File: config.mk
export PLATFORM = sky130hd
export DESIGN_NAME = twwu_front
export DESIGN_NICKNAME = d
export VERILOG_FILES = /design/src/sv/twwu_pkg.sv /design/src/sv/twwu_front.sv
export SDC_FILE = /design/constraint.sdc
export NUM_CORES = 1
export LEC_CHECK = 0
export BUFFER_PORTS_ARGS = -buffer_cell sky130_fd_sc_hd__buf_2
export CAP_MARGIN = 20
export CORE_UTILIZATION = 35
export CTS_CLUSTER_DIAMETER = 80
export DETAILED_ROUTE_END_ITERATION = 16
export GPL_ROUTABILITY_DRIVEN = 1
export GPL_TIMING_DRIVEN = 1
export MAX_ROUTING_LAYER = met4
export PLACE_DENSITY = 0.71
export SETUP_SLACK_MARGIN = 0.2
export SLEW_MARGIN = 5
export SYNTH_ARGS = -nofsm -noshare
export SYNTH_HDL_FRONTEND = slang
export SYNTH_SLANG_ARGS = --single-unit
File: constraint.sdc
create_clock -name clk -period 1.2 [get_ports clk]
set_clock_uncertainty 0.15 [all_clocks]
set_input_delay 0.18 -clock clk [delete_from_list [all_inputs] [get_ports clk]]
set_output_delay 0.18 -clock clk [all_outputs]
set_load 0.02 [all_outputs]
File: src/sv/twwu_pkg.sv
// Shared types and constants of the text window writer.
`default_nettype none

package twwu_pkg;

	typedef enum logic [1:0] {
		OP_PUT   = 2'd0,
		OP_CLEAR = 2'd1,
		OP_READ  = 2'd2,
		OP_NOP   = 2'd3
	} op_t;

	typedef enum logic [2:0] {
		REG_WIN_LEFT  = 3'd0,
		REG_WIN_TOP   = 3'd1,
		REG_WIN_COLS  = 3'd2,
		REG_WIN_ROWS  = 3'd3,
		REG_TEXT_ATTR = 3'd4
	} reg_idx_t;

	localparam int CFG_IDX_W  = 3;
	localparam int CFG_DATA_W = 8;

	localparam logic [6:0] WIN_LEFT_RST  = 7'd0;
	localparam logic [4:0] WIN_TOP_RST   = 5'd0;
	localparam logic [6:0] WIN_COLS_RST  = 7'd80;
	localparam logic [4:0] WIN_ROWS_RST  = 5'd25;
	localparam logic [7:0] TEXT_ATTR_RST = 8'h07;

	typedef struct packed {
		logic [6:0] win_left;
		logic [4:0] win_top;
		logic [6:0] win_cols;
		logic [4:0] win_rows;
		logic [7:0] text_attr;
	} cfg_t;

	typedef struct packed {
		op_t        op;
		logic [7:0] symbol;
		logic [6:0] read_col;
		logic [4:0] read_row;
		logic       read_ok;
	} item_t;

	typedef struct packed {
		logic [6:0]  cell_col;
		logic [4:0]  cell_row;
		logic [15:0] cell_value;
		logic        scrolled;
		logic [6:0]  cursor_col;
		logic [4:0]  cursor_row;
	} res_t;

endpackage

`default_nettype wire

File: src/sv/twwu_front.sv
// Front end: configuration registers and intake of operations into the command queue.
`default_nettype none

module twwu_front
	import twwu_pkg::*;
#(
	parameter int SCREEN_COLS = 80,
	parameter int SCREEN_ROWS = 25
) (
	input  wire logic                  clk,
	input  wire logic                  arst_n,
	input  wire logic                  cfg_valid,
	output logic                       cfg_ready,
	input  wire logic [CFG_IDX_W-1:0]  cfg_index,
	input  wire logic [CFG_DATA_W-1:0] cfg_data,
	input  wire logic                  push,
	output logic                       full,
	input  wire logic [1:0]            op,
	input  wire logic [7:0]            symbol,
	input  wire logic [6:0]            read_col,
	input  wire logic [4:0]            read_row,
	input  wire logic                  init_busy,
	input  wire logic                  q_full,
	output logic                       q_push,
	output item_t                      q_item,
	output cfg_t                       cfg
);

	cfg_t cfg_q;

	assign cfg_ready = 1'b1;
	assign cfg       = cfg_q;

	// Nothing enters while the back end is still zeroing the screen after reset.
	assign full   = q_full || init_busy;
	assign q_push = push && !full;

	always_comb begin
		q_item.op       = op_t'(op);
		q_item.symbol   = symbol;
		q_item.read_col = read_col;
		q_item.read_row = read_row;
		q_item.read_ok  = (int'(read_col) < SCREEN_COLS) && (int'(read_row) < SCREEN_ROWS);
	end

	always_ff @(posedge clk or negedge arst_n) begin
		if (!arst_n) begin
			cfg_q.win_left  <= WIN_LEFT_RST;
			cfg_q.win_top   <= WIN_TOP_RST;
			cfg_q.win_cols  <= WIN_COLS_RST;
			cfg_q.win_rows  <= WIN_ROWS_RST;
			cfg_q.text_attr <= TEXT_ATTR_RST;
		end else if (cfg_valid && cfg_ready) begin
			unique case (reg_idx_t'(cfg_index))
				REG_WIN_LEFT:  cfg_q.win_left  <= cfg_data[6:0];
				REG_WIN_TOP:   cfg_q.win_top   <= cfg_data[4:0];
				REG_WIN_COLS:  cfg_q.win_cols  <= cfg_data[6:0];
				REG_WIN_ROWS:  cfg_q.win_rows  <= cfg_data[4:0];
				REG_TEXT_ATTR: cfg_q.text_attr <= cfg_data;
				default: ;
			endcase
		end
	end

endmodule

`default_nettype wire

==> impl_results.md, run 1 <==
* Fraction of layout cells with a size suffix above 1 at 0.8427
* RSZ-0062 raised after global routing: yes
* Clk network pwr share at 0.237
* Residual DRC count at 0
* Netlist cell types at 16
* Gr usage total at 0.1879
* Worst min path class: primary input to async pin
* Syn_area_per_cell at 14.53 um^2
* Antenna Violating Nets Remaining at 0
* CP endpoint: cfg[17]
* Synth top area share at 0.4092
* # port buffers at 67
* Leakage at 1.194 nW
* Die X at 66.76 um
* Commonest non-fill, non-tap cell in the layout: buf_6
* R2R Setup Slk at 0.10 ns
* 1st-iter DRT viols at 27
* R2R depth at 3
* Area growth from synthesis to layout at 69.39%
* CTS tree: yes
* Flops & latches, synth at 32
* Yosys warning total at 0
* Non-Filler Instances at 228
* Post-layout min period at 1.281 ns
* Die height at 66.76 um
* Max Transition Viols Final at 0
* Number of diodes at 0
* Syn_nets at 140
* Critical path depth in cells at 1
* GP Congestion at 0.7107
* Switching power at 0.001261 W
* Root Driver: clkbuf_8
* Routed len/inst at 17.15 um
* Initial antenna violation count at 0
* DR vias at 1064
* Internal at 0.003019 W
* Final setup vio count at 8
* Placed cell count at 198
* Cell Chain, Critical Path: buf_6
* Power Dens Cells at 1722 nW/um^2
* CP max stage cell: dfstp_2
* WL final at 3.910 mm
* H-tree lvl count at 2
* Comb pwr share at 0.397
* Synth area leaders: dfrtp_1 (41%), mux2_2 (25%), dfstp_2 (14%)
* Final worst slack at -0.08063 ns
* Multi-input gate area at 599.3 um^2
* Commonest non-fill, non-tap cells in the layout: buf_6 (48), mux2_4 (27), buf_2 (25)
* Core box area at 4000 um^2
* Largest delay share family, worst path: flip-flops
* Max clock buf depth at 2
* CTS clock-pin slew for the worst setup and hold paths at 0.07 ns
* Max Fanout on Critical Path at 2
* Largest net degree at the start of global routing at 20
* Initial Utilization at 0.3669
* Buffer and inverter count on the worst path at 1
* Post-synthesis sequential area ratio at 0.5524
* WS Path Type: register to primary output
* Max reg flops at 32
* Crit path capture type: primary output
* Fmax at 0.7809 GHz
* Worst setup SP type: register
* DIE AREA at 4456 um^2
* FF+latch area at 810.8 um^2
* Crit. Startpoint: cfg[17]$_DFFE_PN1P_
* Top cell type by total area after synthesis: dfrtp_1
* CP max stage delay at 0.55 ns
* Io pins at 97
* Req. time, crit path at 0.87 ns
* Sink Count at 32
* VDD IR max at 1168 uV
* Router iterations before antenna repair at 4
* Layout Nets at 216
* Reg-to-Reg End: cfg[0]$_DFFE_PN1P_
* # rows at 23
* Post-DP HPWL at 2.450 mm
* Max cap viols at 0
* Arr. time, crit path at 0.95 ns
* Final Cycle Share at 1.067
* First-pass GRT wire length at 5.637 mm
* Total gr overflow at 0
* Vias/cell at 4.667
* Number of global-route vias before repair at 1101
* Mapped Cells at 101
* Clock Latency Late Sink at 0.28 ns
* Outcome: complete, but fails checks
* Fin. Hold Viols at 28
* Cts bufs inserted at 5
* Place WS at -0.2162 ns
* Failing checks: negative hold slack, negative setup slack
* Sw Ratio at 0.2946
* Hold WS at -0.3565 ns
* Post-Syn Area at 1468 um^2
* Seq pwr share at 0.366
* Fill cell count at 300
* Reg2reg start: cfg[0]$_DFFE_PN1P_
==> timing repair <==
item	in CTS	in global routing
cloned	0	0
setup buffers	13	9
hold endpoints to repair	30	28
resized for setup	94	12
setup endpoints to repair	64	60
pin swaps	7	4
==> routing by layer <==
metal  track usage  wire [um]  vias up
li1              -          -      473
met1        0.2000       1491      525
met2        0.3295       2152       58
met3       0.04966        224        8
met4       0.07447         42        0
met5             -          0        -
==> how the worst min path moves through the flow <==
stage,startpoint,end,slack (ns),cells past startpoint
4_1_cts,arst_n,cfg[18]$_DFFE_PN0P_,-0.36,1
3_5_place_dp,arst_n,cfg[5]$_DFFE_PN0P_,-0.05,1
2_1_floorplan,arst_n,cfg[10]$_DFFE_PN0P_,-0.27,0
3_3_place_gp,arst_n,cfg[18]$_DFFE_PN0P_,-0.06,1
5_1_grt,arst_n,cfg[14]$_DFFE_PN0P_,-0.35,1
6_report,arst_n,cfg[5]$_DFFE_PN0P_,-0.36,1
==> power by group through the flow <==
stage	sequential [W]	clock, W	combinational [W]
after floorplan	0.00180	0	0.000453
after global placement	0.00150	0	0.00105
after detailed placement	0.00151	0	0.00108
after CTS	0.00155	0.00103	0.00158
after global routing	0.00160	0.00109	0.00178
final	0.00157	0.00102	0.00170
==> area by class of cell <==
| cell class | instances | area share |
|---|---|---|
| Multi-Input combinational cell | 43 | 0.2411 |
| Timing Repair Buffer | 94 | 0.3613 |
| Clock buffer | 5 | 0.02768 |
| Inverter | 1 | 0.001510 |
| Sequential cell | 32 | 0.3261 |
| Clock inverter | 3 | 0.01711 |
| Tap cell | 50 | 0.02516 |
==> cells in the mapped netlist, drive strengths merged <==
master / n
buf: 25
and4bb: 3
o21ai: 1
mux2: 32
or2: 1
conb: 1
nand4b: 1
nor2: 1
inv: 1
dfrtp: 24
and2: 1
o311ai: 1
nor4b: 1
dfstp: 8
==> cells by family after synthesis <==
family / synth area share
mux: 0.2455
simple gates: 0.05883
flops: 0.5524
buf+inv: 0.1313
compound gates: 0.009375
other cells: 0.002555
==> stage by stage <==
stage / util / instance area (um^2) / TNS (ns) / power (W) / hold slack, ns
3_5_place_dp: 0.4607 / 1843 / -4.809 / 0.002590 / -0.05295
4_1_cts: 0.5937 / 2375 / -0.5677 / 0.004157 / -0.3588
6_report: 0.6215 / 2486 / -0.5184 / 0.004280 / -0.3565
2_1_floorplan: - / 1565 / -0.3654 / 0.002254 / -0.2656
3_3_place_gp: 0.4607 / 1843 / -3.729 / 0.002556 / -0.05923
5_1_grt: 0.6215 / 2486 / -0.7945 / 0.004466 / -0.3475
(Power assumes the default switching activity.)
==> run 2: changes to the inputs <==
Settings changed: CAP_MARGIN 20 to not set, RECOVER_POWER set to 100.
==> run 2 against run 1 <==
  * Global-route usage unchanged
  * Largest power group is now sequential cells
  * Register-to-register slack got worse by 0.04 ns
  * The flow still finishes with violations (negative hold slack, negative setup slack)
  * Critical path depth unchanged
==> impl_results.md, run 2 (synthesis gave the netlist of run 1 again) <==
* Arr. time, crit path at 0.95 ns (about the same)
* Failing checks: negative hold slack, negative setup slack (unchanged)
* Reg2reg start: cfg[22]$_DFFE_PN0P_ (was cfg[0]$_DFFE_PN1P_)
* Core box area at 4000 um^2 (unchanged)
* Post-layout util at 0.5737 (was 0.6215)
* Router iterations before antenna repair at 2 (was 4)
* Number of global-route vias before repair at 1101 (unchanged)
* Max Transition Viols Final at 0 (unchanged)
* Fmax at 0.7810 GHz (was 0.7809 GHz)
* CTS clock-pin slew for the worst setup and hold paths at 0.07 ns (about the same)
* Hold WS at -0.2308 ns (was -0.3565 ns)
* R2R Setup Slk at 0.06 ns (was 0.10 ns)
* Area growth from synthesis to layout at 56.35% (was 69.39%)
* Post-layout min period at 1.280 ns (was 1.281 ns)
* Fin. Hold Viols at 11 (was 28)
* CTS tree: yes (unchanged)
* M1 wire length at 1.493 mm (was 1.491 mm)
* Initial Utilization at 0.3669 (unchanged)
* Outcome: complete, but fails checks (unchanged)
* WS Path Type: register to primary output (unchanged)
* Multi-input gate area at 574.3 um^2 (was 599.3 um^2)
* Io pins at 97 (unchanged)
* Clock Latency Late Sink at 0.28 ns (about the same)
* Number of diodes at 0 (unchanged)
* Cell Chain, Critical Path: buf_6 (unchanged)
* Die X at 66.76 um (unchanged)
* FF+latch area at 810.8 um^2 (unchanged)
* Final setup vio count at 9 (was 8)
* Largest delay share family, worst path: flip-flops (unchanged)
* Max Fanout on Critical Path at 2 (unchanged)
* # port buffers at 67 (unchanged)
* CP max stage delay at 0.55 ns (about the same)
* WL final at 3.914 mm (was 3.910 mm)
* Cts bufs inserted at 5 (unchanged)
* Fraction of layout cells with a size suffix above 1 at 0.7303 (was 0.8427)
* Slew @ Worst Pin at 0.7266 ns
* 1st-iter DRT viols at 24 (was 27)
* Post-DP HPWL at 2.450 mm (unchanged)
* Commonest non-fill, non-tap cells in the layout: buf_6 (27), dfrtp_1 (24), mux2_4 (21), buf_4 (21), buf_2 (20) (was buf_6 (48), mux2_4 (27), buf_2 (25))
* Die height at 66.76 um (unchanged)
* Fill cell count at 352 (was 300)
* Residual DRC count at 0 (unchanged)
* CP max stage cell: dfstp_2 (unchanged)
* Buffer and inverter count on the worst path at 1 (unchanged)
* Antenna Violating Nets Remaining at 0 (unchanged)
* RSZ-0062 raised after global routing: yes (unchanged)
* DR vias at 1058 (was 1064)
* Final worst slack at -0.08049 ns (was -0.08063 ns)
* R2R depth at 2 (was 3)
* Place WS at -0.2162 ns (unchanged)
* Layout Nets at 216 (unchanged)
* Gr usage total at 0.1879 (unchanged)
* Root Driver: clkbuf_8 (unchanged)
* Largest net degree at the start of global routing at 20 (unchanged)
* Routed len/inst at 17.17 um (was 17.15 um)
* Vias/cell at 4.640 (was 4.667)
* Total gr overflow at 0 (unchanged)
* Req. time, crit path at 0.87 ns (about the same)
* DIE AREA at 4456 um^2 (unchanged)
* DR WL met3 at 221 um (was 224 um)
* H-tree lvl count at 2 (unchanged)
* VDD IR max at 1135 uV (was 1168 uV)
* Leakage at 1.096 nW (was 1.194 nW)
* Worst setup SP type: register (unchanged)
* Setup TNS at -0.5422 ns (was -0.5184 ns)
* Worst min path class: primary input to async pin (unchanged)
* First-pass GRT wire length at 5.637 mm (unchanged)
* Max cap viols at 0 (unchanged)
* Initial antenna violation count at 0 (unchanged)
* Rel. slew slack at 0.5156
* # rows at 23 (unchanged)
* Power Dens Cells at 1777 nW/um^2 (was 1722 nW/um^2)
* Final Cycle Share at 1.067 (about the same)
* Met2 WL post-DR at 2.141 mm (was 2.152 mm)
* Crit path capture type: primary output (unchanged)
* Uppermost layer routed: met4 (unchanged)
* Commonest non-fill, non-tap cell in the layout: buf_6 (unchanged)
* GP Congestion at 0.7107 (unchanged)
* Reg-to-Reg End: cfg[22]$_DFFE_PN0P_ (was cfg[0]$_DFFE_PN1P_)
* Max clock buf depth at 2 (unchanged)
* Critical path depth in cells at 1 (unchanged)
* Max reg flops at 32 (unchanged)
* Sink Count at 32 (unchanged)
==> run 2: what timing repair did <==
| item | CTS | global route |
|---|---|---|
| setup endpoints to repair | 64 | 60 |
| gates cloned | 0 | 0 |
| pin swaps | 7 | 4 |
| endpoints found under the hold margin | 30 | 28 |
| setup buffers | 13 | 9 |
| gates resized for setup | 94 | 12 |
==> run 2: area by class of cell <==
class / instances / share of cell area
flip-flops and latches: 32 / 0.3533
repair buffers: 94 / 0.3190
multi-input cells: 43 / 0.2503
clock buffers: 5 / 0.02999
well taps: 50 / 0.02726
clock inverters: 3 / 0.01854
inverters: 1 / 0.001636
==> run 2: worst register-to-register path, cell delays in order (launching register included) <==
cell	delay [ns]
dfrtp_1	0.40
clkdlybuf4s15_1	0.21
mux2_4	0.27
==> run 2: metal layers <==
metal | global-route usage | up-vias
met2 | 0.3295 | 57
met4 | 0.07447 | 0
met3 | 0.04966 | 9
met1 | 0.2000 | 518
met5 | - | -
li1 | - | 474
==> run 2: how the worst max path moves through the flow <==
stage / start / endpoint
2_1_floorplan: cfg_index[0] / cfg[25]$_DFFE_PN0P_
3_3_place_gp: cfg_index[0] / cfg[31]$_DFFE_PN0P_
3_5_place_dp: cfg_index[0] / cfg[27]$_DFFE_PN0P_
4_1_cts: cfg[0]$_DFFE_PN1P_ / cfg[0]
5_1_grt: cfg[2]$_DFFE_PN1P_ / cfg[2]
6_report: cfg[17]$_DFFE_PN1P_ / cfg[17]
==> run 2: power breakdown <==
group          total [W]  internal [W]  switching [W]
registers        0.00153       0.00136       0.000173
logic            0.00152      0.000871       0.000649
clock network    0.00102      0.000614       0.000409
==> run 2: per-stage QoR <==
step	power, W	instances	area, um^2
final	0.004077	228	2295
after global routing	0.004256	228	2295
after CTS	0.004157	219	2375
after detailed placement	0.002590	198	1843
after global placement	0.002556	198	1843
after floorplan	0.002254	101	1565
==> run 3: changes to the inputs <==
Settings changed: ABC_AREA set to 1, ABC_CLOCK_PERIOD_IN_PS set to 1200, PLACE_DENSITY 0.71 to 0.69.
==> run 3 against run 2 <==
  * The run still ends with negative hold slack, negative setup slack left
  * Sequential power decreased by 7%
  * Via count rose by 30%
  * Die area rose by 7.3%
  * Critical path depth did not move
  * Combinational power is 25% lower
  * Non-clock buffer count down 2
  * Largest power group unchanged
==> impl_results.md, run 3 <==
* Number of diodes at 0 (unchanged)
* H-tree lvl count at 2 (unchanged)
* Fraction of layout cells with a size suffix above 1 at 0.4115 (was 0.7303)
* Most frequent cell after synthesis: nand2_1 (was mux2_2)
* Req. time, crit path at 0.87 ns (about the same)
* Switching power at 0.001124 W (was 0.001231 W)
* CP max stage cell: dfstp_2 (unchanged)
* Mapped Cells at 186 (was 101)
* Post-synth ARST share at 1.000 (unchanged)
* Die X at 69.14 um (was 66.76 um)
* Core box area at 4354 um^2 (was 4000 um^2)
* Buffer and inverter count on the worst path at 1 (unchanged)
* Yosys warning total at 0 (unchanged)
* Met2 WL post-DR at 1.771 mm (was 2.141 mm)
* 1st-iter DRT viols at 37 (was 24)
* Worst min path class: primary input to async pin (unchanged)
* Leakage at 1.210 nW (was 1.096 nW)
* Failing checks: negative hold slack, negative setup slack (unchanged)
* VDD IR max at 772.9 uV (was 1135 uV)
* Clk network pwr share at 0.249 (was 0.251)
* Fill cell count at 437 (was 352)
* CTS tree: yes (unchanged)
* Final Total Pwr at 0.003423 W (was 0.004077 W)
* Setup TNS at -0.5608 ns (was -0.5422 ns)
* Rel. slew slack at 0.4806 (was 0.5156)
* Outcome: complete, but fails checks (unchanged)
* Final setup vio count at 8 (was 9)
* CP max stage delay at 0.54 ns (was 0.55 ns)
* Post-layout util at 0.4989 (was 0.5737)
* DR WL met3 at 235 um (was 221 um)
* Gr usage total at 0.1700 (was 0.1879)
* Top cell type by total area after synthesis: dfrtp_1 (unchanged)
* Crit path capture type: primary output (unchanged)
* Sw Ratio at 0.3283 (was 0.3018)
* Arr. time, crit path at 0.94 ns (was 0.95 ns)
* Final worst slack at -0.07489 ns (was -0.08049 ns)
* Fmax at 0.7844 GHz (was 0.7810 GHz)
* Place WS at 0.06230 ns (was -0.2162 ns)
* M1 wire length at 1.591 mm (was 1.493 mm)
* FF+latch area at 810.8 um^2 (unchanged)
* Flops & latches, synth at 32 (unchanged)
* Commonest non-fill, non-tap cells in the layout: nand2_1 (75), buf_4 (31), nand3_1 (27) (was buf_6 (27), dfrtp_1 (24), mux2_4 (21), buf_4 (21), buf_2 (20))
* Seq pwr share at 0.419 (was 0.376)
* GP Congestion at 0.7517 (was 0.7107)
* Syn_nets at 225 (was 140)
* Syn_area_per_cell at 8.483 um^2 (was 14.53 um^2)
* DIE AREA at 4780 um^2 (was 4456 um^2)
* Post-synthesis sequential area ratio at 0.5139 (was 0.5524)
* Antenna Violating Nets Remaining at 0 (unchanged)
* Number of global-route vias before repair at 1340 (was 1101)
* Io pins at 97 (unchanged)
* Synth top area share at 0.3807 (was 0.4092)
* DR vias at 1379 (was 1058)
* Cts bufs inserted at 5 (unchanged)
* Largest net degree at the start of global routing at 19 (was 20)
* Initial Utilization at 0.3624 (was 0.3669)
* # port buffers at 67 (unchanged)
* Max reg flops at 32 (unchanged)
* # rows at 24 (was 23)
* WS Path Type: register to primary output (unchanged)
* Commonest non-fill, non-tap cell in the layout: nand2_1 (was buf_6)
* Sink Count at 32 (unchanged)
* Router iterations before antenna repair at 4 (was 2)
* Netlist cell types at 18 (was 16)
* CTS Hold Bufs at 4
* Vias/cell at 4.420 (was 4.640)
* First-pass GRT wire length at 6.106 mm (was 5.637 mm)
* Total gr overflow at 0 (unchanged)
* Slew @ Worst Pin at 0.7791 ns (was 0.7266 ns)
* Cell Chain, Critical Path: buf_6 (unchanged)
* Die height at 69.14 um (was 66.76 um)
* Worst setup SP type: register (unchanged)
* Post-DP HPWL at 2.590 mm (was 2.450 mm)
* Multi-input gate area at 536.8 um^2 (was 574.3 um^2)
* Max cap viols at 0 (unchanged)
* Root Driver: clkbuf_8 (unchanged)
* Final Cycle Share at 1.062 (was 1.067)
* Residual DRC count at 0 (unchanged)
* Synth area leaders: dfrtp_1 (38%), nand2_1 (18%), dfstp_2 (13%) (was dfrtp_1 (41%), mux2_2 (25%), dfstp_2 (14%))
* EDFF count, synth at 0 (unchanged)
* Max clock buf depth at 2 (unchanged)
* Most frequent cells after synthesis: nand2_1 (74), nand3_1 (27), buf_4 (24), dfrtp_1 (24), dfstp_2 (8) (was mux2_2 (32), dfrtp_1 (24), buf_4 (23), dfstp_2 (8), and4bb_2 (3))
* Fin. Hold Viols at 11 (unchanged)
* Max Transition Viols Final at 0 (unchanged)
* WL final at 3.687 mm (was 3.914 mm)
* Clock Latency Late Sink at 0.29 ns (was 0.28 ns)
* Layout Nets at 298 (was 216)
* Internal at 0.002299 W (was 0.002847 W)
* Power Dens Cells at 1576 nW/um^2 (was 1777 nW/um^2)
* Hold WS at -0.2088 ns (was -0.2308 ns)
* Area growth from synthesis to layout at 37.67% (was 56.35%)
* Uppermost layer routed: met4 (unchanged)
* Synth Flop Type: dfrtp_1 (unchanged)
* RSZ-0062 raised after global routing: yes (unchanged)
* CTS clock-pin slew for the worst setup and hold paths at 0.06 ns (was 0.07 ns)
* Max Fanout on Critical Path at 2 (unchanged)
* Post-Syn Area at 1578 um^2 (was 1468 um^2)
* Routed len/inst at 11.82 um (was 17.17 um)
* Comb pwr share at 0.332 (was 0.373)
* Largest delay share family, worst path: flip-flops (unchanged)
* Post-layout min period at 1.275 ns (was 1.280 ns)
* Initial antenna violation count at 0 (unchanged)
-- run 3: changes by cell type after synthesis, sizes merged --
| cell | change |
|---|---|
| a21oi | +1 |
| mux2 | -32 |
| and4bb | -3 |
| inv | +9 |
| o21ai | -1 |
| nand3 | +27 |
| nor2 | +8 |
| nand4b | -1 |
| nand2 | +79 |
| nor4b | -1 |
| o311ai | -1 |
| and2 | -1 |
| buf | +1 |
-- run 3: what timing repair did --
action / CTS / global route
setup buffers: 11 / 4
endpoints found under the hold margin: 31 / 20
setup endpoints to repair: 35 / 40
pin swaps: 3 / 3
resized for setup: 70 / 13
-- run 3: cell type report --
class / count / share of cell area
clock buffer: 8 / 0.04147
multi-input combinational: 118 / 0.2471
sequential: 32 / 0.3733
tap: 52 / 0.02995
inverter: 10 / 0.01843
timing repair buffer: 92 / 0.2897
-- run 3: stage by stage --
step,instances,cell area [um^2]
global route,312,2172
detailed placement,285,1862
global placement,285,1862
floorplan,186,1588
CTS,308,2300
finish,312,2172
-- run 3: power by group through the flow --
stage	combinational (W)	sequential [W]	clock (W)
floorplan	0.000347	0.00170	0
detailed placement	0.000899	0.00144	0
global placement	0.000885	0.00144	0
global route	0.00123	0.00146	0.000924
finish	0.00114	0.00143	0.000852
CTS	0.00126	0.00147	0.000864
-- run 3: final timing paths --
path | start | to | slack, ns | cells after the start
hold / removal | arst_n | cfg[5]$_DFFE_PN0P_ | -0.21 | 1
max in group asynchronous | arst_n | cfg[17]$_DFFE_PN1P_ | 0.18 | 2
min in group clk | cfg_data[4] | cfg[12]$_DFFE_PN1P_ | 0 | 3
hold reg to reg | cfg[6]$_DFFE_PN0P_ | cfg[6]$_DFFE_PN0P_ | 0.32 | 2
setup / recovery | cfg[17]$_DFFE_PN1P_ | cfg[17] | -0.07 | 1
setup reg to reg | cfg[19]$_DFFE_PN1P_ | cfg[19]$_DFFE_PN1P_ | 0.26 | 3
-- run 3: kinds of logic after synthesis --
family	Yosys count	synth area share
buffers and inverters	36	0.1499
AO/OA/AOI/OAI	1	0.003169
AND/OR/NAND/NOR	116	0.3307
other	1	0.002377
flip-flops	32	0.5139
-- run 3: metal layers --
metal  vias to the layer above  GRT usage
met3                         8    0.04386
met2                        44     0.2535
li1                        695          -
met5                         -          -
met1                       632     0.2038
met4                         0     0.1088
