`src/sv/twwu_queue.sv`:
```
// Small synchronous FIFO used for the command and result queues.
`default_nettype none

module twwu_queue #(
	parameter int DATA_W = 8,
	parameter int DEPTH  = 2
) (
	input  wire logic              clk,
	input  wire logic              arst_n,
	input  wire logic              push,
	input  wire logic [DATA_W-1:0] push_data,
	input  wire logic              pop,
	output logic      [DATA_W-1:0] head,
	output logic                   full,
	output logic                   empty
);

	localparam int PW = (DEPTH > 1) ? $clog2(DEPTH) : 1;
	localparam int NW = $clog2(DEPTH + 1);

	logic [DATA_W-1:0] slot_q [DEPTH];
	logic [PW-1:0]     wr_ptr_q;
	logic [PW-1:0]     rd_ptr_q;
	logic [NW-1:0]     count_q;
	logic              do_push;
	logic              do_pop;

	assign full    = (count_q == NW'(DEPTH));
	assign empty   = (count_q == '0);
	assign do_push = push && !full;
	assign do_pop  = pop && !empty;
	assign head    = slot_q[rd_ptr_q];

	always_ff @(posedge clk) begin
		if (do_push) begin
			slot_q[wr_ptr_q] <= push_data;
		end
	end

	always_ff @(posedge clk or negedge arst_n) begin
		if (!arst_n) begin
			wr_ptr_q <= '0;
			rd_ptr_q <= '0;
			count_q  <= '0;
		end else begin
			if (do_push) begin
				wr_ptr_q <= (wr_ptr_q == PW'(DEPTH - 1)) ? '0 : wr_ptr_q + 1'b1;
			end
			if (do_pop) begin
				rd_ptr_q <= (rd_ptr_q == PW'(DEPTH - 1)) ? '0 : rd_ptr_q + 1'b1;
			end
			unique case ({do_push, do_pop})
				2'b10:   count_q <= count_q + 1'b1;
				2'b01:   count_q <= count_q - 1'b1;
				default: count_q <= count_q;
			endcase
		end
	end

endmodule

`default_nettype wire

```
`config.mk`:
```
export PLATFORM = sky130hd
export DESIGN_NAME = twwu_queue
export DESIGN_NICKNAME = d
export VERILOG_FILES = /design/src/sv/twwu_queue.sv
export SDC_FILE = /design/constraint.sdc
export NUM_CORES = 1
export LEC_CHECK = 0
export BUFFER_PORTS_ARGS = -buffer_cell sky130_fd_sc_hd__buf_2
export CAP_MARGIN = 20
export CORE_AREA = 5 5 45 51
export DETAILED_ROUTE_END_ITERATION = 8
export DIE_AREA = 0 0 50 56
export GPL_TIMING_DRIVEN = 0
export PLACE_DENSITY = 0.67
export SLEW_MARGIN = 15
export SYNTH_ARGS = -nofsm -noshare
export SYNTH_HDL_FRONTEND = slang
export SYNTH_SLANG_ARGS = --single-unit
export TNS_END_PERCENT = 5
```
`constraint.sdc`:
```
create_clock -name clk -period 1.85 [get_ports clk]
set_input_delay 0.0925 -clock clk [delete_from_list [all_inputs] [get_ports clk]]
set_output_delay 0.0925 -clock clk [all_outputs]
set_load 0.1 [all_outputs]
```
==> impl_results.html, run 1 <==
<table>
<tr><th>Metric</th><th>Value</th></tr>
<tr><th colspan="2">Clock network</th></tr>
<tr><td>Post-CTS Resized</td><td>0</td></tr>
<tr><td>Clock edge transition at the registers on the reported setup and hold paths</td><td>about 0.10 ns</td></tr>
<tr><td>Number of clock sinks</td><td>20</td></tr>
<tr><td>Num CTS Buffers</td><td>3</td></tr>
<tr><td>Root buffer cell</td><td>clkbuf_4</td></tr>
<tr><td>Clock Latency Late Sink</td><td>about 0.28 ns</td></tr>
<tr><td>H-tree depth</td><td>1</td></tr>
<tr><td>Maximum count of clock buffers along a single path</td><td>2</td></tr>
<tr><td>Clock tree from TritonCTS</td><td>done</td></tr>
<tr><th colspan="2">Logic synthesis</th></tr>
<tr><td>Count of state elements after synthesis</td><td>20</td></tr>
<tr><td>Async S/R FF share, synth</td><td>roughly 20%</td></tr>
<tr><td>Gate Count Post-Synth</td><td>43</td></tr>
<tr><td>Post-synth net total</td><td>between 50 and 60</td></tr>
<tr><td>Commonest cells in the synthesized netlist</td><td>edfxtp_1, mux2_2, dfrtp_1, nor2_1, xnor2_1</td></tr>
<tr><td>Portion of synthesized cell area occupied by the leading cell type</td><td>62.2%</td></tr>
<tr><td>Number of different library cells in the post-synthesis netlist</td><td>13</td></tr>
<tr><td>Number of flops mapped to enable cells by yosys</td><td>16</td></tr>
<tr><td>Dominant cell type by area after synthesis</td><td>edfxtp_1</td></tr>
<tr><td>Commonest register cell after synthesis</td><td>edfxtp_1</td></tr>
<tr><td>Warnings, synthesis</td><td>0</td></tr>
<tr><td>Average cell area after synthesis</td><td>18.0 µm²</td></tr>
<tr><td>Sequential share of the synthesized area</td><td>75.2%</td></tr>
<tr><td>Top cells by area, synth</td><td>edfxtp_1, dfrtp_1, mux2_2</td></tr>
<tr><td>Most repeated cell in the gate-level netlist after synthesis</td><td>edfxtp_1</td></tr>
<tr><td>Cell area after technology mapping</td><td>772 µm²</td></tr>
<tr><th colspan="2">Timing</th></tr>
<tr><td>RSZ-0062 raised after global routing</td><td>no</td></tr>
<tr><td>Slew margin rel.</td><td>between 50% and 60%</td></tr>
<tr><td>Slew at the pin closest to its max-slew limit</td><td>0.694 ns</td></tr>
<tr><td>Total negative slack for setup checks</td><td>0 ns</td></tr>
<tr><td>Setup-violating endpoint count in the final report</td><td>0</td></tr>
<tr><td>Final hold vios</td><td>0</td></tr>
<tr><td>Final count of pins violating max slew</td><td>0</td></tr>
<tr><td>Minimum clock period after layout</td><td>1.67 ns</td></tr>
<tr><td>Skew final</td><td>around 0.0017 ns</td></tr>
<tr><td>Final worst hold slack</td><td>0.126 ns</td></tr>
<tr><td>Achievable Freq</td><td>about 0.6 GHz</td></tr>
<tr><td>Part of the cycle the worst path needs</td><td>between 90% and 100%</td></tr>
<tr><th colspan="2">Place</th></tr>
<tr><td>Placer Congestion</td><td>0.687</td></tr>
<tr><td>Total placed instance area</td><td>907 µm²</td></tr>
<tr><td>Count of input and output buffers</td><td>21</td></tr>
<tr><td>Detailed-placement wirelength estimate</td><td>814 µm</td></tr>
<tr><th colspan="2">GRT</th></tr>
<tr><td>Remaining global-route overflow</td><td>0</td></tr>
<tr><td>GR Util All Layers</td><td>a little under a tenth</td></tr>
<tr><td>Wire length of the first global-routing pass</td><td>between 2000 and 2500 µm</td></tr>
<tr><td>Maximum number of pins on one net before global-route repair</td><td>12</td></tr>
<tr><td>Number of global-route vias before repair</td><td>448</td></tr>
<tr><td>Number of antenna violations at the first check in global routing</td><td>0</td></tr>
<tr><th colspan="2">Worst setup path</th></tr>
<tr><td>Data arrival at the endpoint of the critical path</td><td>around 1.6 ns</td></tr>
<tr><td>Critical-path cell with the highest stage delay</td><td>nor2_1</td></tr>
<tr><td>Top cell family by delay on the critical path</td><td>simple AND/OR/NAND/NOR gates</td></tr>
<tr><td>Required time at the worst-slack endpoint</td><td>1.78 ns</td></tr>
<tr><td>Series of cell instances along the critical path</td><td>nand2b_1, nand2_1, nor2_1</td></tr>
<tr><td>Number of buffers and inverters on the critical path</td><td>0</td></tr>
<tr><td>Maximum fanout along the worst path</td><td>8</td></tr>
<tr><td>Setup crit end kind</td><td>flip-flop</td></tr>
<tr><td>Worst stage delay on the critical path</td><td>approximately 0.55 ns</td></tr>
<tr><td>Setup Crit Path Kind</td><td>flip-flop to flip-flop</td></tr>
<tr><td>Startpoint type of the worst setup path</td><td>flip-flop</td></tr>
<tr><th colspan="2">Final layout</th></tr>
<tr><td>Area growth from synthesis to layout</td><td>32.6%</td></tr>
<tr><td>Post-route cell area</td><td>around 1000 µm²</td></tr>
<tr><td>Layout fillers</td><td>150</td></tr>
<tr><td>Diode insertion count for antenna repair</td><td>0</td></tr>
<tr><td>Core utilization of the finished layout</td><td>between 50% and 60%</td></tr>
<tr><td># nets final</td><td>91</td></tr>
<tr><td>Fraction of layout cells with a size suffix above 1</td><td>45.5%</td></tr>
<tr><th colspan="2">Floorplan</th></tr>
<tr><td>I/O pin cnt</td><td>22</td></tr>
<tr><td>Std cell rows</td><td>16</td></tr>
<tr><td>Die Outline Area</td><td>approximately 2800 µm²</td></tr>
<tr><td>Placeable Area</td><td>around 1700 µm²</td></tr>
<tr><td>Height of the die</td><td>56 µm</td></tr>
<tr><td>DIE WIDTH</td><td>around 50 µm</td></tr>
<tr><td>Starting utilization of the core area</td><td>~45%</td></tr>
<tr><th colspan="2">Detailed routing</th></tr>
<tr><td>Number of DRC markers in iteration 0</td><td>6</td></tr>
<tr><td>Detailed-routing iteration count for the pre-antenna-repair pass</td><td>2</td></tr>
<tr><td>Wire length reported by the detailed router</td><td>around 1200 µm</td></tr>
<tr><td>DRC violation count after routing</td><td>0</td></tr>
<tr><td>Remaining antenna violation count</td><td>0</td></tr>
<tr><td>Vias per std cell</td><td>4.67</td></tr>
<tr><td>Mean routed wirelength per cell</td><td>12.4 µm</td></tr>
<tr><td>Number of vias in the routed layout</td><td>444</td></tr>
<tr><th colspan="2">Worst hold path</th></tr>
<tr><td>Class of the worst hold path</td><td>input port to async pin</td></tr>
<tr><th colspan="2">Status</th></tr>
<tr><td>Result of the run</td><td>finished clean</td></tr>
<tr><th colspan="2">Run</th></tr>
<tr><td>Reported max-cap violation count</td><td>0</td></tr>
</table>
## worst paths after layout
kind | startpoint | endpoint | slack (ns) | depth (start not counted)
max | count_q[0] | slot_q[0][3] | 0.18 | 3
min | arst_n | count_q[1] | 0.13 | 2
max reg2reg | count_q[0] | slot_q[0][3] | 0.18 | 3
min reg2reg | wr_ptr_q | wr_ptr_q | 0.50 | 1
max in group asynchronous | arst_n | rd_ptr_q | 1.60 | 2
min in group clk | push | wr_ptr_q | 0.13 | 3
## per-stage QoR
stage,cells,setup WS (ns)
2_1_floorplan,43,0.153
3_3_place_gp,82,0.187
3_5_place_dp,82,0.160
4_1_cts,95,0.135
5_1_grt,95,0.0266
6_report,95,0.180
## cells in the final DEF (no fill, tap or decap), types with 2 or more instances in the layout
master         count
buf_2             22
edfxtp_1          16
dlygate4sd3_1      9
mux2_2             8
dfrtp_1            4
xnor2_1            3
clkbuf_4           3
nor2_1             2
xor2_1             2
## what timing repair did
item	in CTS	in global routing
hold buffers	9	0
setup buffers	0	0
endpoints found under the hold margin	20	0
## cells by family (layout without fill, tap and decap cells)
kind of cell / Yosys count / after routing / synth area share [%]
DFF: 20 / 20 / 75.2
buffers and inverters: 2 / 36 / 1.13
muxes: 8 / 8 / 11.7
and+or+nand+nor: 7 / 7 / 4.70
xor gates and xnor gates: 5 / 5 / 5.67
adders and majority gates: 1 / 1 / 1.62
## final cells by class
type	count	area, µm²	share of cell area, %
flip-flops and latches	20	581	56.7
repair buffers	30	195	19.1
multi-input cells	21	190	18.6
clock buffers	4	26.3	2.57
well taps	18	22.5	2.20
plain buffers	1	5.00	0.489
inverters	1	3.75	0.367
## sequential cells by signal, indices dropped and copies added, names as in the netlist
signal    flops
wr_ptr_q      1
rd_ptr_q      1
slot_q       16
count_q       2
## layer usage
metal  global-route usage (%)  routed length (µm)  vias up  share of wire (%)
met5                        0                   0        -                  0
met4                     2.25                   0        0                  0
met2                     14.7                 565       14                 48
li1                         -                   -      227                  -
met3                     3.22                  94        0                8.0
met1                     11.5                 522      203                 44
## worst register-to-register path, delay by kind of cell, from the launching register on
| family | cells | cell delay [ns] |
|---|---|---|
| flip-flops | 1 | 0.48 |
| AND/OR/NAND/NOR | 3 | 0.83 |
Power of run 1 is not shown: default switching activity piles up to over one toggle a cycle in this logic, so the estimate is an artifact.
==> inputs of run 2 (changes only) <==
Settings changed: CORE_AREA 5 5 45 51 to 5 5 55 62, DIE_AREA 0 0 50 56 to 0 0 60 67, GPL_TIMING_DRIVEN 0 to 1, PLACE_DENSITY 0.67 to 0.46, RECOVER_POWER from default to 50.
==> run 2 against run 1 <==
Against the previous run: global-route usage down 0.91 points; largest cell class unchanged; critical path depth down 1; count of clock-buffer cells in the layout unchanged; final cell count up 16%; first-iteration DRC count down 17%; critical endpoint is now head[7]; die area up 44%; flip-flop and latch count unchanged; clock skew up 0.0030 ns.
==> impl_results.html, run 2 (same netlist as run 1, synthesis figures left out) <==
<table>
<tr><th>Metric</th><th>Value</th></tr>
<tr><th colspan="2">Worst setup path</th></tr>
<tr><td>Startpoint type of the worst setup path</td><td>flip-flop</td></tr>
<tr><td>Setup Crit Path Kind</td><td>flip-flop to output port</td></tr>
<tr><td>Reg2reg setup slack</td><td>0.41 ns (+0.23 ns)</td></tr>
<tr><td>Maximum fanout along the worst path</td><td>9 (+1)</td></tr>
<tr><td>Capture instance of the worst register-to-register path</td><td>slot_q[0][7]</td></tr>
<tr><td>Data arrival at the endpoint of the critical path</td><td>1.58 ns (-0.02 ns)</td></tr>
<tr><td>Origin of the critical flop-to-flop path</td><td>count_q[0]</td></tr>
<tr><td>Setup crit end kind</td><td>output port</td></tr>
<tr><td>Required time at the worst-slack endpoint</td><td>1.76 ns (-0.02 ns)</td></tr>
<tr><td>Number of cell instances on the worst register-to-register path</td><td>4 (+1)</td></tr>
<tr><th colspan="2">Worst hold path</th></tr>
<tr><td>Worst hold path startpoint</td><td>push</td></tr>
<tr><td>Number of cells on the worst hold path</td><td>3</td></tr>
<tr><td>Class of the worst hold path</td><td>input port to flip-flop</td></tr>
<tr><td>Destination of the worst hold path</td><td>wr_ptr_q</td></tr>
<tr><th colspan="2">Timing</th></tr>
<tr><td>Part of the cycle the worst path needs</td><td>90.3% (about the same)</td></tr>
<tr><td>Final count of pins violating max slew</td><td>0 (unchanged)</td></tr>
<tr><td>Minimum clock period after layout</td><td>1.67 ns (+0.00103 ns)</td></tr>
<tr><td>Achievable Freq</td><td>0.599 GHz (about the same)</td></tr>
<tr><td>RSZ-0062 raised after global routing</td><td>no</td></tr>
<tr><td>Setup-violating endpoint count in the final report</td><td>0 (unchanged)</td></tr>
<tr><td>Total negative slack for setup checks</td><td>0 ns (unchanged)</td></tr>
<tr><td>Final hold vios</td><td>0 (unchanged)</td></tr>
<tr><td>Slew at the pin closest to its max-slew limit</td><td>0.492 ns (-0.202 ns)</td></tr>
<tr><td>Slew margin rel.</td><td>67.4% (+14 points)</td></tr>
<tr><td>Skew final</td><td>0.00468 ns (+0.00300 ns)</td></tr>
<tr><th colspan="2">Floorplan</th></tr>
<tr><td>Height of the die</td><td>67 µm (+20%)</td></tr>
<tr><td>Die Outline Area</td><td>4020 µm² (+44%)</td></tr>
<tr><td>Std cell rows</td><td>20 (+4)</td></tr>
<tr><td>I/O pin cnt</td><td>22 (unchanged)</td></tr>
<tr><td>Placeable Area</td><td>2700 µm² (+57%)</td></tr>
<tr><td>DIE WIDTH</td><td>60 µm (+20%)</td></tr>
<tr><td>Starting utilization of the core area</td><td>28.6% (-16 points)</td></tr>
<tr><th colspan="2">Detailed routing</th></tr>
<tr><td>Sum of met3 wire segment lengths after detailed routing</td><td>112 µm (+19%)</td></tr>
<tr><td>Highest routed layer</td><td>met4</td></tr>
<tr><td>Mean routed wirelength per cell</td><td>12.3 µm (-1.4%)</td></tr>
<tr><td>Number of vias in the routed layout</td><td>447 (+0.68%)</td></tr>
<tr><td>DRC violation count after routing</td><td>0 (unchanged)</td></tr>
<tr><td>Number of DRC markers in iteration 0</td><td>5 (-1)</td></tr>
<tr><td>Met2 wire len</td><td>686 µm (+21%)</td></tr>
<tr><td>Routed length on met1</td><td>539 µm (+3.3%)</td></tr>
<tr><td>Vias per std cell</td><td>4.06 (-13%)</td></tr>
<tr><td>Remaining antenna violation count</td><td>0 (unchanged)</td></tr>
<tr><td>Detailed-routing iteration count for the pre-antenna-repair pass</td><td>2 (unchanged)</td></tr>
<tr><td>Wire length reported by the detailed router</td><td>1350 µm (+14%)</td></tr>
<tr><th colspan="2">GRT</th></tr>
<tr><td>Remaining global-route overflow</td><td>0 (unchanged)</td></tr>
<tr><td>Number of antenna violations at the first check in global routing</td><td>0 (unchanged)</td></tr>
<tr><td>GR Util All Layers</td><td>8.24% (-0.91 points)</td></tr>
<tr><td>Maximum number of pins on one net before global-route repair</td><td>12 (unchanged)</td></tr>
<tr><td>Wire length of the first global-routing pass</td><td>2330 µm (+15%)</td></tr>
<tr><td>Number of global-route vias before repair</td><td>486 (+8.5%)</td></tr>
<tr><th colspan="2">Final layout</th></tr>
<tr><td>Top reg by flops</td><td>slot_q</td></tr>
<tr><td>Fraction of layout cells with a size suffix above 1</td><td>35.1% (-10 points)</td></tr>
<tr><td>Diode insertion count for antenna repair</td><td>0 (unchanged)</td></tr>
<tr><td>Most frequent cells in the layout</td><td>edfxtp_1, buf_2, dlygate4sd3_1, mux2_2, clkbuf_1</td></tr>
<tr><td>Max FFs per register</td><td>16 (unchanged)</td></tr>
<tr><td>Leading cell type in the layout, fill and taps excluded</td><td>edfxtp_1</td></tr>
<tr><td>Registers with the most flip-flops</td><td>slot_q x16, count_q x2</td></tr>
<tr><td>Layout fillers</td><td>274 (+83%)</td></tr>
<tr><td>Area growth from synthesis to layout</td><td>33.9%</td></tr>
<tr><td># nets final</td><td>91 (unchanged)</td></tr>
<tr><td>Count of placed standard cells in the final layout, fillers left out</td><td>110 (+16%)</td></tr>
<tr><th colspan="2">Place</th></tr>
<tr><td>Detailed-placement wirelength estimate</td><td>981 µm (+20%)</td></tr>
<tr><td>Count of input and output buffers</td><td>21 (unchanged)</td></tr>
<tr><td>Placer Congestion</td><td>0.756 (+10%)</td></tr>
<tr><td>Placed Cells</td><td>97 (+18%)</td></tr>
<tr><th colspan="2">Clock network</th></tr>
<tr><td>H-tree depth</td><td>1 (unchanged)</td></tr>
<tr><td>Post-CTS Setup Bufs</td><td>0 (unchanged)</td></tr>
<tr><td>Number of hold-repair buffers added at the cts stage</td><td>9 (unchanged)</td></tr>
<tr><td>Post-CTS Resized</td><td>0 (unchanged)</td></tr>
<tr><td>Clock Latency Late Sink</td><td>0.29 ns (about the same)</td></tr>
<tr><td>Num CTS Buffers</td><td>3 (unchanged)</td></tr>
<tr><td>Root buffer cell</td><td>clkbuf_4</td></tr>
<tr><td>Maximum count of clock buffers along a single path</td><td>2 (unchanged)</td></tr>
<tr><td>Clock edge transition at the registers on the reported setup and hold paths</td><td>0.10 ns (about the same)</td></tr>
<tr><td>Number of clock sinks</td><td>20 (unchanged)</td></tr>
<tr><td>Clock tree from TritonCTS</td><td>done</td></tr>
<tr><th colspan="2">Run</th></tr>
<tr><td>Reported max-cap violation count</td><td>0 (unchanged)</td></tr>
<tr><th colspan="2">Status</th></tr>
<tr><td>Result of the run</td><td>finished clean</td></tr>
</table>
[run 2: changes by cell type in the layout (fill, tap and decap cells not counted), sizes merged]
| cell | change |
|---|---|
| buf | -8 |
| clkbuf | +8 |
[run 2: how the worst max path moves through the flow]
stage	startpoint	endpoint	cells past startpoint
after CTS	rd_ptr_q	head[7]	2
after floorplan	count_q[1]	count_q[1]	5
after global routing	rd_ptr_q	head[2]	2
after global placement	count_q[0]	count_q[1]	5
after detailed placement	count_q[0]	slot_q[0][2]	4
final	rd_ptr_q	head[7]	2
[run 2: per-stage QoR]
stage          util (%)  instance area [µm²]  setup slack, ns  hold WS [ns]
4_1_cts            38.7                 1040            0.133         0.105
6_report           38.2                 1030            0.179         0.124
3_3_place_gp       34.4                  928            0.442       -0.0946
5_1_grt            38.2                 1030           0.0850         0.116
3_5_place_dp       34.4                  928            0.413       -0.0952
2_1_floorplan         -                  779            0.153        -0.203
[run 2: area by class of cell]
cell class | count | area, µm² | share of cell area, %
Timing Repair Buffer | 31 | 194 | 18.8
Sequential cell | 20 | 581 | 56.2
Inverter | 1 | 3.75 | 0.363
Clock buffer | 4 | 26.3 | 2.54
Multi-Input combinational cell | 21 | 188 | 18.2
Tap cell | 33 | 41.3 | 4.00
[run 2: worst max-delay path, cell delays in order, from the launching register on]
cell and delay, ns:
dfrtp_1 0.61, mux2_2 0.39, buf_2 0.29
[run 2: routing by layer]
layer  global-route usage, %  vias up
met5                       0        -
met3                    2.71        2
met4                    4.99        0
li1                        -      225
met1                    8.88      208
met2                    13.6       12
Power of run 2 is left out for the same reason.
==> inputs of run 3 (changes only) <==
Settings changed: ABC_AREA from default to 1, BUFFER_PORTS_ARGS -buffer_cell sky130_fd_sc_hd__buf_2 to default, CORE_AREA 5 5 55 62 to 5 5 56 63, DIE_AREA 0 0 60 67 to 0 0 61 68, DONT_BUFFER_PORTS from default to 1, PLACE_DENSITY 0.46 to 0.4.
==> run 3 against run 2 <==
Against the previous run: first-iteration DRC count grew to 3.4 times the previous value; flip-flop and latch count stayed put; synthesized cell count is 72% higher; sequential share of layout area is 2.9 points lower; cell area is 5.4% higher; utilization is 0.54 points lower; count of clock-buffer cells in the layout is 1 lower; final cell count is 21% higher; critical endpoint unchanged; highest routed layer unchanged.
==> impl_results.html, run 3 <==
<table>
<tr><th>Metric</th><th>Value</th></tr>
<tr><th colspan="2">Final layout</th></tr>
<tr><td>Layout fillers</td><td>304 (+11%)</td></tr>
<tr><td># nets final</td><td>113 (+24%)</td></tr>
<tr><td>Max FFs per register</td><td>16 (unchanged)</td></tr>
<tr><td>Most frequent cells in the layout</td><td>nand2_1, edfxtp_1, dlygate4sd3_1, buf_4, inv_1</td></tr>
<tr><td>Fraction of layout cells with a size suffix above 1</td><td>19.2% (-16 points)</td></tr>
<tr><td>Post-route cell area</td><td>1090 µm² (+5.4%)</td></tr>
<tr><td>Area growth from synthesis to layout</td><td>33.4%</td></tr>
<tr><td>Seq. cell area</td><td>581 µm² (unchanged)</td></tr>
<tr><td>Registers with the most flip-flops</td><td>slot_q x16, count_q x2</td></tr>
<tr><td>Leading cell type in the layout, fill and taps excluded</td><td>nand2_1</td></tr>
<tr><td>Multi-input combinational cell area</td><td>188 µm² (unchanged)</td></tr>
<tr><td>Top reg by flops</td><td>slot_q</td></tr>
<tr><td>Diode insertion count for antenna repair</td><td>0 (unchanged)</td></tr>
<tr><th colspan="2">Run</th></tr>
<tr><td>Reported max-cap violation count</td><td>0 (unchanged)</td></tr>
<tr><th colspan="2">Logic synthesis</th></tr>
<tr><td>Number of different library cells in the post-synthesis netlist</td><td>14 (+1)</td></tr>
<tr><td>Most repeated cell in the gate-level netlist after synthesis</td><td>nand2_1</td></tr>
<tr><td>Dominant cell type by area after synthesis</td><td>edfxtp_1</td></tr>
<tr><td>Portion of synthesized cell area occupied by the leading cell type</td><td>58.8% (-3.4 points)</td></tr>
<tr><td>Commonest cells in the synthesized netlist</td><td>nand2_1, edfxtp_1, inv_1, dfrtp_1</td></tr>
<tr><td>Commonest register cell after synthesis</td><td>edfxtp_1</td></tr>
<tr><td>Average cell area after synthesis</td><td>11.0 µm² (-39%)</td></tr>
<tr><td>Sequential share of the synthesized area</td><td>71.1% (-4.1 points)</td></tr>
<tr><td>Warnings, synthesis</td><td>0 (unchanged)</td></tr>
<tr><td>Gate Count Post-Synth</td><td>74 (+72%)</td></tr>
<tr><td>Top cells by area, synth</td><td>edfxtp_1, nand2_1, dfrtp_1</td></tr>
<tr><td>Cell area after technology mapping</td><td>817 µm² (+5.8%)</td></tr>
<tr><td>Count of state elements after synthesis</td><td>20 (unchanged)</td></tr>
<tr><td>Post-synth net total</td><td>87 (+55%)</td></tr>
<tr><td>Number of flops mapped to enable cells by yosys</td><td>16 (unchanged)</td></tr>
<tr><td>Async S/R FF share, synth</td><td>20.0% (unchanged)</td></tr>
<tr><th colspan="2">Worst setup path</th></tr>
<tr><td>Required time at the worst-slack endpoint</td><td>1.76 ns (about the same)</td></tr>
<tr><td>Startpoint type of the worst setup path</td><td>flip-flop</td></tr>
<tr><td>Maximum fanout along the worst path</td><td>10 (+1)</td></tr>
<tr><td>Data arrival at the endpoint of the critical path</td><td>1.47 ns (-0.11 ns)</td></tr>
<tr><td>Setup crit end kind</td><td>output port</td></tr>
<tr><td>Setup Crit Path Kind</td><td>flip-flop to output port</td></tr>
<tr><th colspan="2">Timing</th></tr>
<tr><td>Setup-violating endpoint count in the final report</td><td>0 (unchanged)</td></tr>
<tr><td>Achievable Freq</td><td>0.639 GHz (+6.8%)</td></tr>
<tr><td>Total negative slack for setup checks</td><td>0 ns (unchanged)</td></tr>
<tr><td>Skew final</td><td>0.00519 ns (+0.000509 ns)</td></tr>
<tr><td>Part of the cycle the worst path needs</td><td>84.6% (-5.7 points)</td></tr>
<tr><td>Final count of pins violating max slew</td><td>0 (unchanged)</td></tr>
<tr><td>Minimum clock period after layout</td><td>1.56 ns (-0.106 ns)</td></tr>
<tr><td>RSZ-0062 raised after global routing</td><td>no</td></tr>
<tr><td>Final hold vios</td><td>0 (unchanged)</td></tr>
<tr><td>Slew at the pin closest to its max-slew limit</td><td>0.490 ns (-0.00160 ns)</td></tr>
<tr><td>Slew margin rel.</td><td>67.3% (-0.12 points)</td></tr>
<tr><th colspan="2">Floorplan</th></tr>
<tr><td>Die Outline Area</td><td>4150 µm² (+3.2%)</td></tr>
<tr><td>DIE WIDTH</td><td>61 µm (+1.7%)</td></tr>
<tr><td>Std cell rows</td><td>21 (+5.0%)</td></tr>
<tr><td>Placeable Area</td><td>2890 µm² (+6.9%)</td></tr>
<tr><td>Starting utilization of the core area</td><td>28.3% (-0.30 points)</td></tr>
<tr><td>I/O pin cnt</td><td>22 (unchanged)</td></tr>
<tr><td>Height of the die</td><td>68 µm (+1.5%)</td></tr>
<tr><th colspan="2">Detailed routing</th></tr>
<tr><td>Number of vias in the routed layout</td><td>551 (+23%)</td></tr>
<tr><td>Number of DRC markers in iteration 0</td><td>17 (+12)</td></tr>
<tr><td>Wire length reported by the detailed router</td><td>1540 µm (+14%)</td></tr>
<tr><td>DRC violation count after routing</td><td>0 (unchanged)</td></tr>
<tr><td>Detailed-routing iteration count for the pre-antenna-repair pass</td><td>2 (unchanged)</td></tr>
<tr><td>Mean routed wirelength per cell</td><td>11.6 µm (-5.5%)</td></tr>
<tr><td>Remaining antenna violation count</td><td>0 (unchanged)</td></tr>
<tr><td>Vias per std cell</td><td>4.14 (+1.9%)</td></tr>
<tr><th colspan="2">Clock network</th></tr>
<tr><td>Num CTS Buffers</td><td>3 (unchanged)</td></tr>
<tr><td>Clock Latency Late Sink</td><td>0.30 ns (about the same)</td></tr>
<tr><td>Maximum count of clock buffers along a single path</td><td>2 (unchanged)</td></tr>
<tr><td>Number of clock sinks</td><td>20 (unchanged)</td></tr>
<tr><td>Clock tree from TritonCTS</td><td>done</td></tr>
<tr><td>Root buffer cell</td><td>clkbuf_4</td></tr>
<tr><td>Post-CTS Setup Bufs</td><td>0 (unchanged)</td></tr>
<tr><td>Clock edge transition at the registers on the reported setup and hold paths</td><td>0.11 ns (about the same)</td></tr>
<tr><td>H-tree depth</td><td>1 (unchanged)</td></tr>
<tr><th colspan="2">Place</th></tr>
<tr><td>Count of input and output buffers</td><td>0 (-100%)</td></tr>
<tr><td>Detailed-placement wirelength estimate</td><td>1120 µm (+14%)</td></tr>
<tr><td>Total placed instance area</td><td>937 µm² (+0.94%)</td></tr>
<tr><td>Placer Congestion</td><td>0.727 (-3.8%)</td></tr>
<tr><th colspan="2">GRT</th></tr>
<tr><td>Wire length of the first global-routing pass</td><td>2580 µm (+11%)</td></tr>
<tr><td>GR Util All Layers</td><td>8.77% (+0.53 points)</td></tr>
<tr><td>Maximum number of pins on one net before global-route repair</td><td>13 (+1)</td></tr>
<tr><td>Number of global-route vias before repair</td><td>557 (+15%)</td></tr>
<tr><td>Number of antenna violations at the first check in global routing</td><td>0 (unchanged)</td></tr>
<tr><td>Remaining global-route overflow</td><td>0 (unchanged)</td></tr>
<tr><th colspan="2">Status</th></tr>
<tr><td>Result of the run</td><td>finished clean</td></tr>
<tr><th colspan="2">Worst hold path</th></tr>
<tr><td>Class of the worst hold path</td><td>input port to async pin</td></tr>
</table>
==> run 3: cell count changes after synthesis, sizes merged, moves of 2 or more <==
| cell | delta |
|---|---|
| nand3 | +3 |
| nand2 | +33 |
| inv | +9 |
| mux2 | -8 |
| xnor2 | -2 |
| xor2 | -2 |
==> run 3: path summary, 6_finish.rpt <==
path                         startpoint      endpoint  slack, ns  cells after the start
min                              arst_n      rd_ptr_q       0.07                      1
max                            rd_ptr_q       head[7]       0.29                      4
min in group clk           push_data[6]  slot_q[1][6]       0.44                      1
max reg2reg                  count_q[1]  slot_q[1][5]       0.32                      4
max in group asynchronous        arst_n      wr_ptr_q       1.59                      1
min reg2reg                  count_q[1]    count_q[1]       0.49                      2
==> run 3: cell type report <==
| class | count | share of cell area [%] |
|---|---|---|
| Clock buffer | 3 | 2.07 |
| Sequential cell | 20 | 53.3 |
| Timing Repair Buffer | 22 | 17.3 |
| Multi-Input combinational cell | 43 | 17.2 |
| Clock inverter | 1 | 2.76 |
| Tap cell | 34 | 3.90 |
| Inverter | 10 | 3.44 |
==> run 3: cell families (layout without fill, tap and decap cells) <==
group / count (synthesis) / after routing / synth area share (%)
xor+xnor: 1 / 1 / 1.07
simple gates: 40 / 40 / 20.1
flops: 20 / 20 / 71.1
compound gates: 1 / 1 / 1.07
fa+ha+maj: 1 / 1 / 1.53
buf+inv: 11 / 36 / 5.21
==> run 3: repair_timing <==
item,4_1_cts,5_1_grt
endpoints found under the setup margin,0,0
gates resized for setup,0,0
endpoints found under the hold margin,22,0
hold buffers,11,0
==> run 3: through the flow <==
stage	setup slack [ns]	instances	utilization [%]	hold slack [ns]
2_1_floorplan	0.0403	74	-	-0.203
3_3_place_gp	0.473	118	32.4	-0.203
3_5_place_dp	0.449	118	32.4	-0.203
4_1_cts	0.247	133	38.1	0.0543
5_1_grt	0.126	133	37.7	0.0378
6_report	0.285	133	37.7	0.0664
==> run 3: layer usage <==
metal  part of all wire (%)  global-route usage, %
met1                     41                   10.4
met2                     50                   13.9
met3                    7.2                   2.83
met4                   0.91                   4.88
met5                      0                      0
==> run 3: worst max-delay path, cell delays in order (launching register included) <==
cell and delay [ns]:
dfrtp_1 0.54, inv_2 0.22, nand2_1 0.08, nand2_1 0.06, buf_4 0.28
Power of run 3 is left out for the same reason.
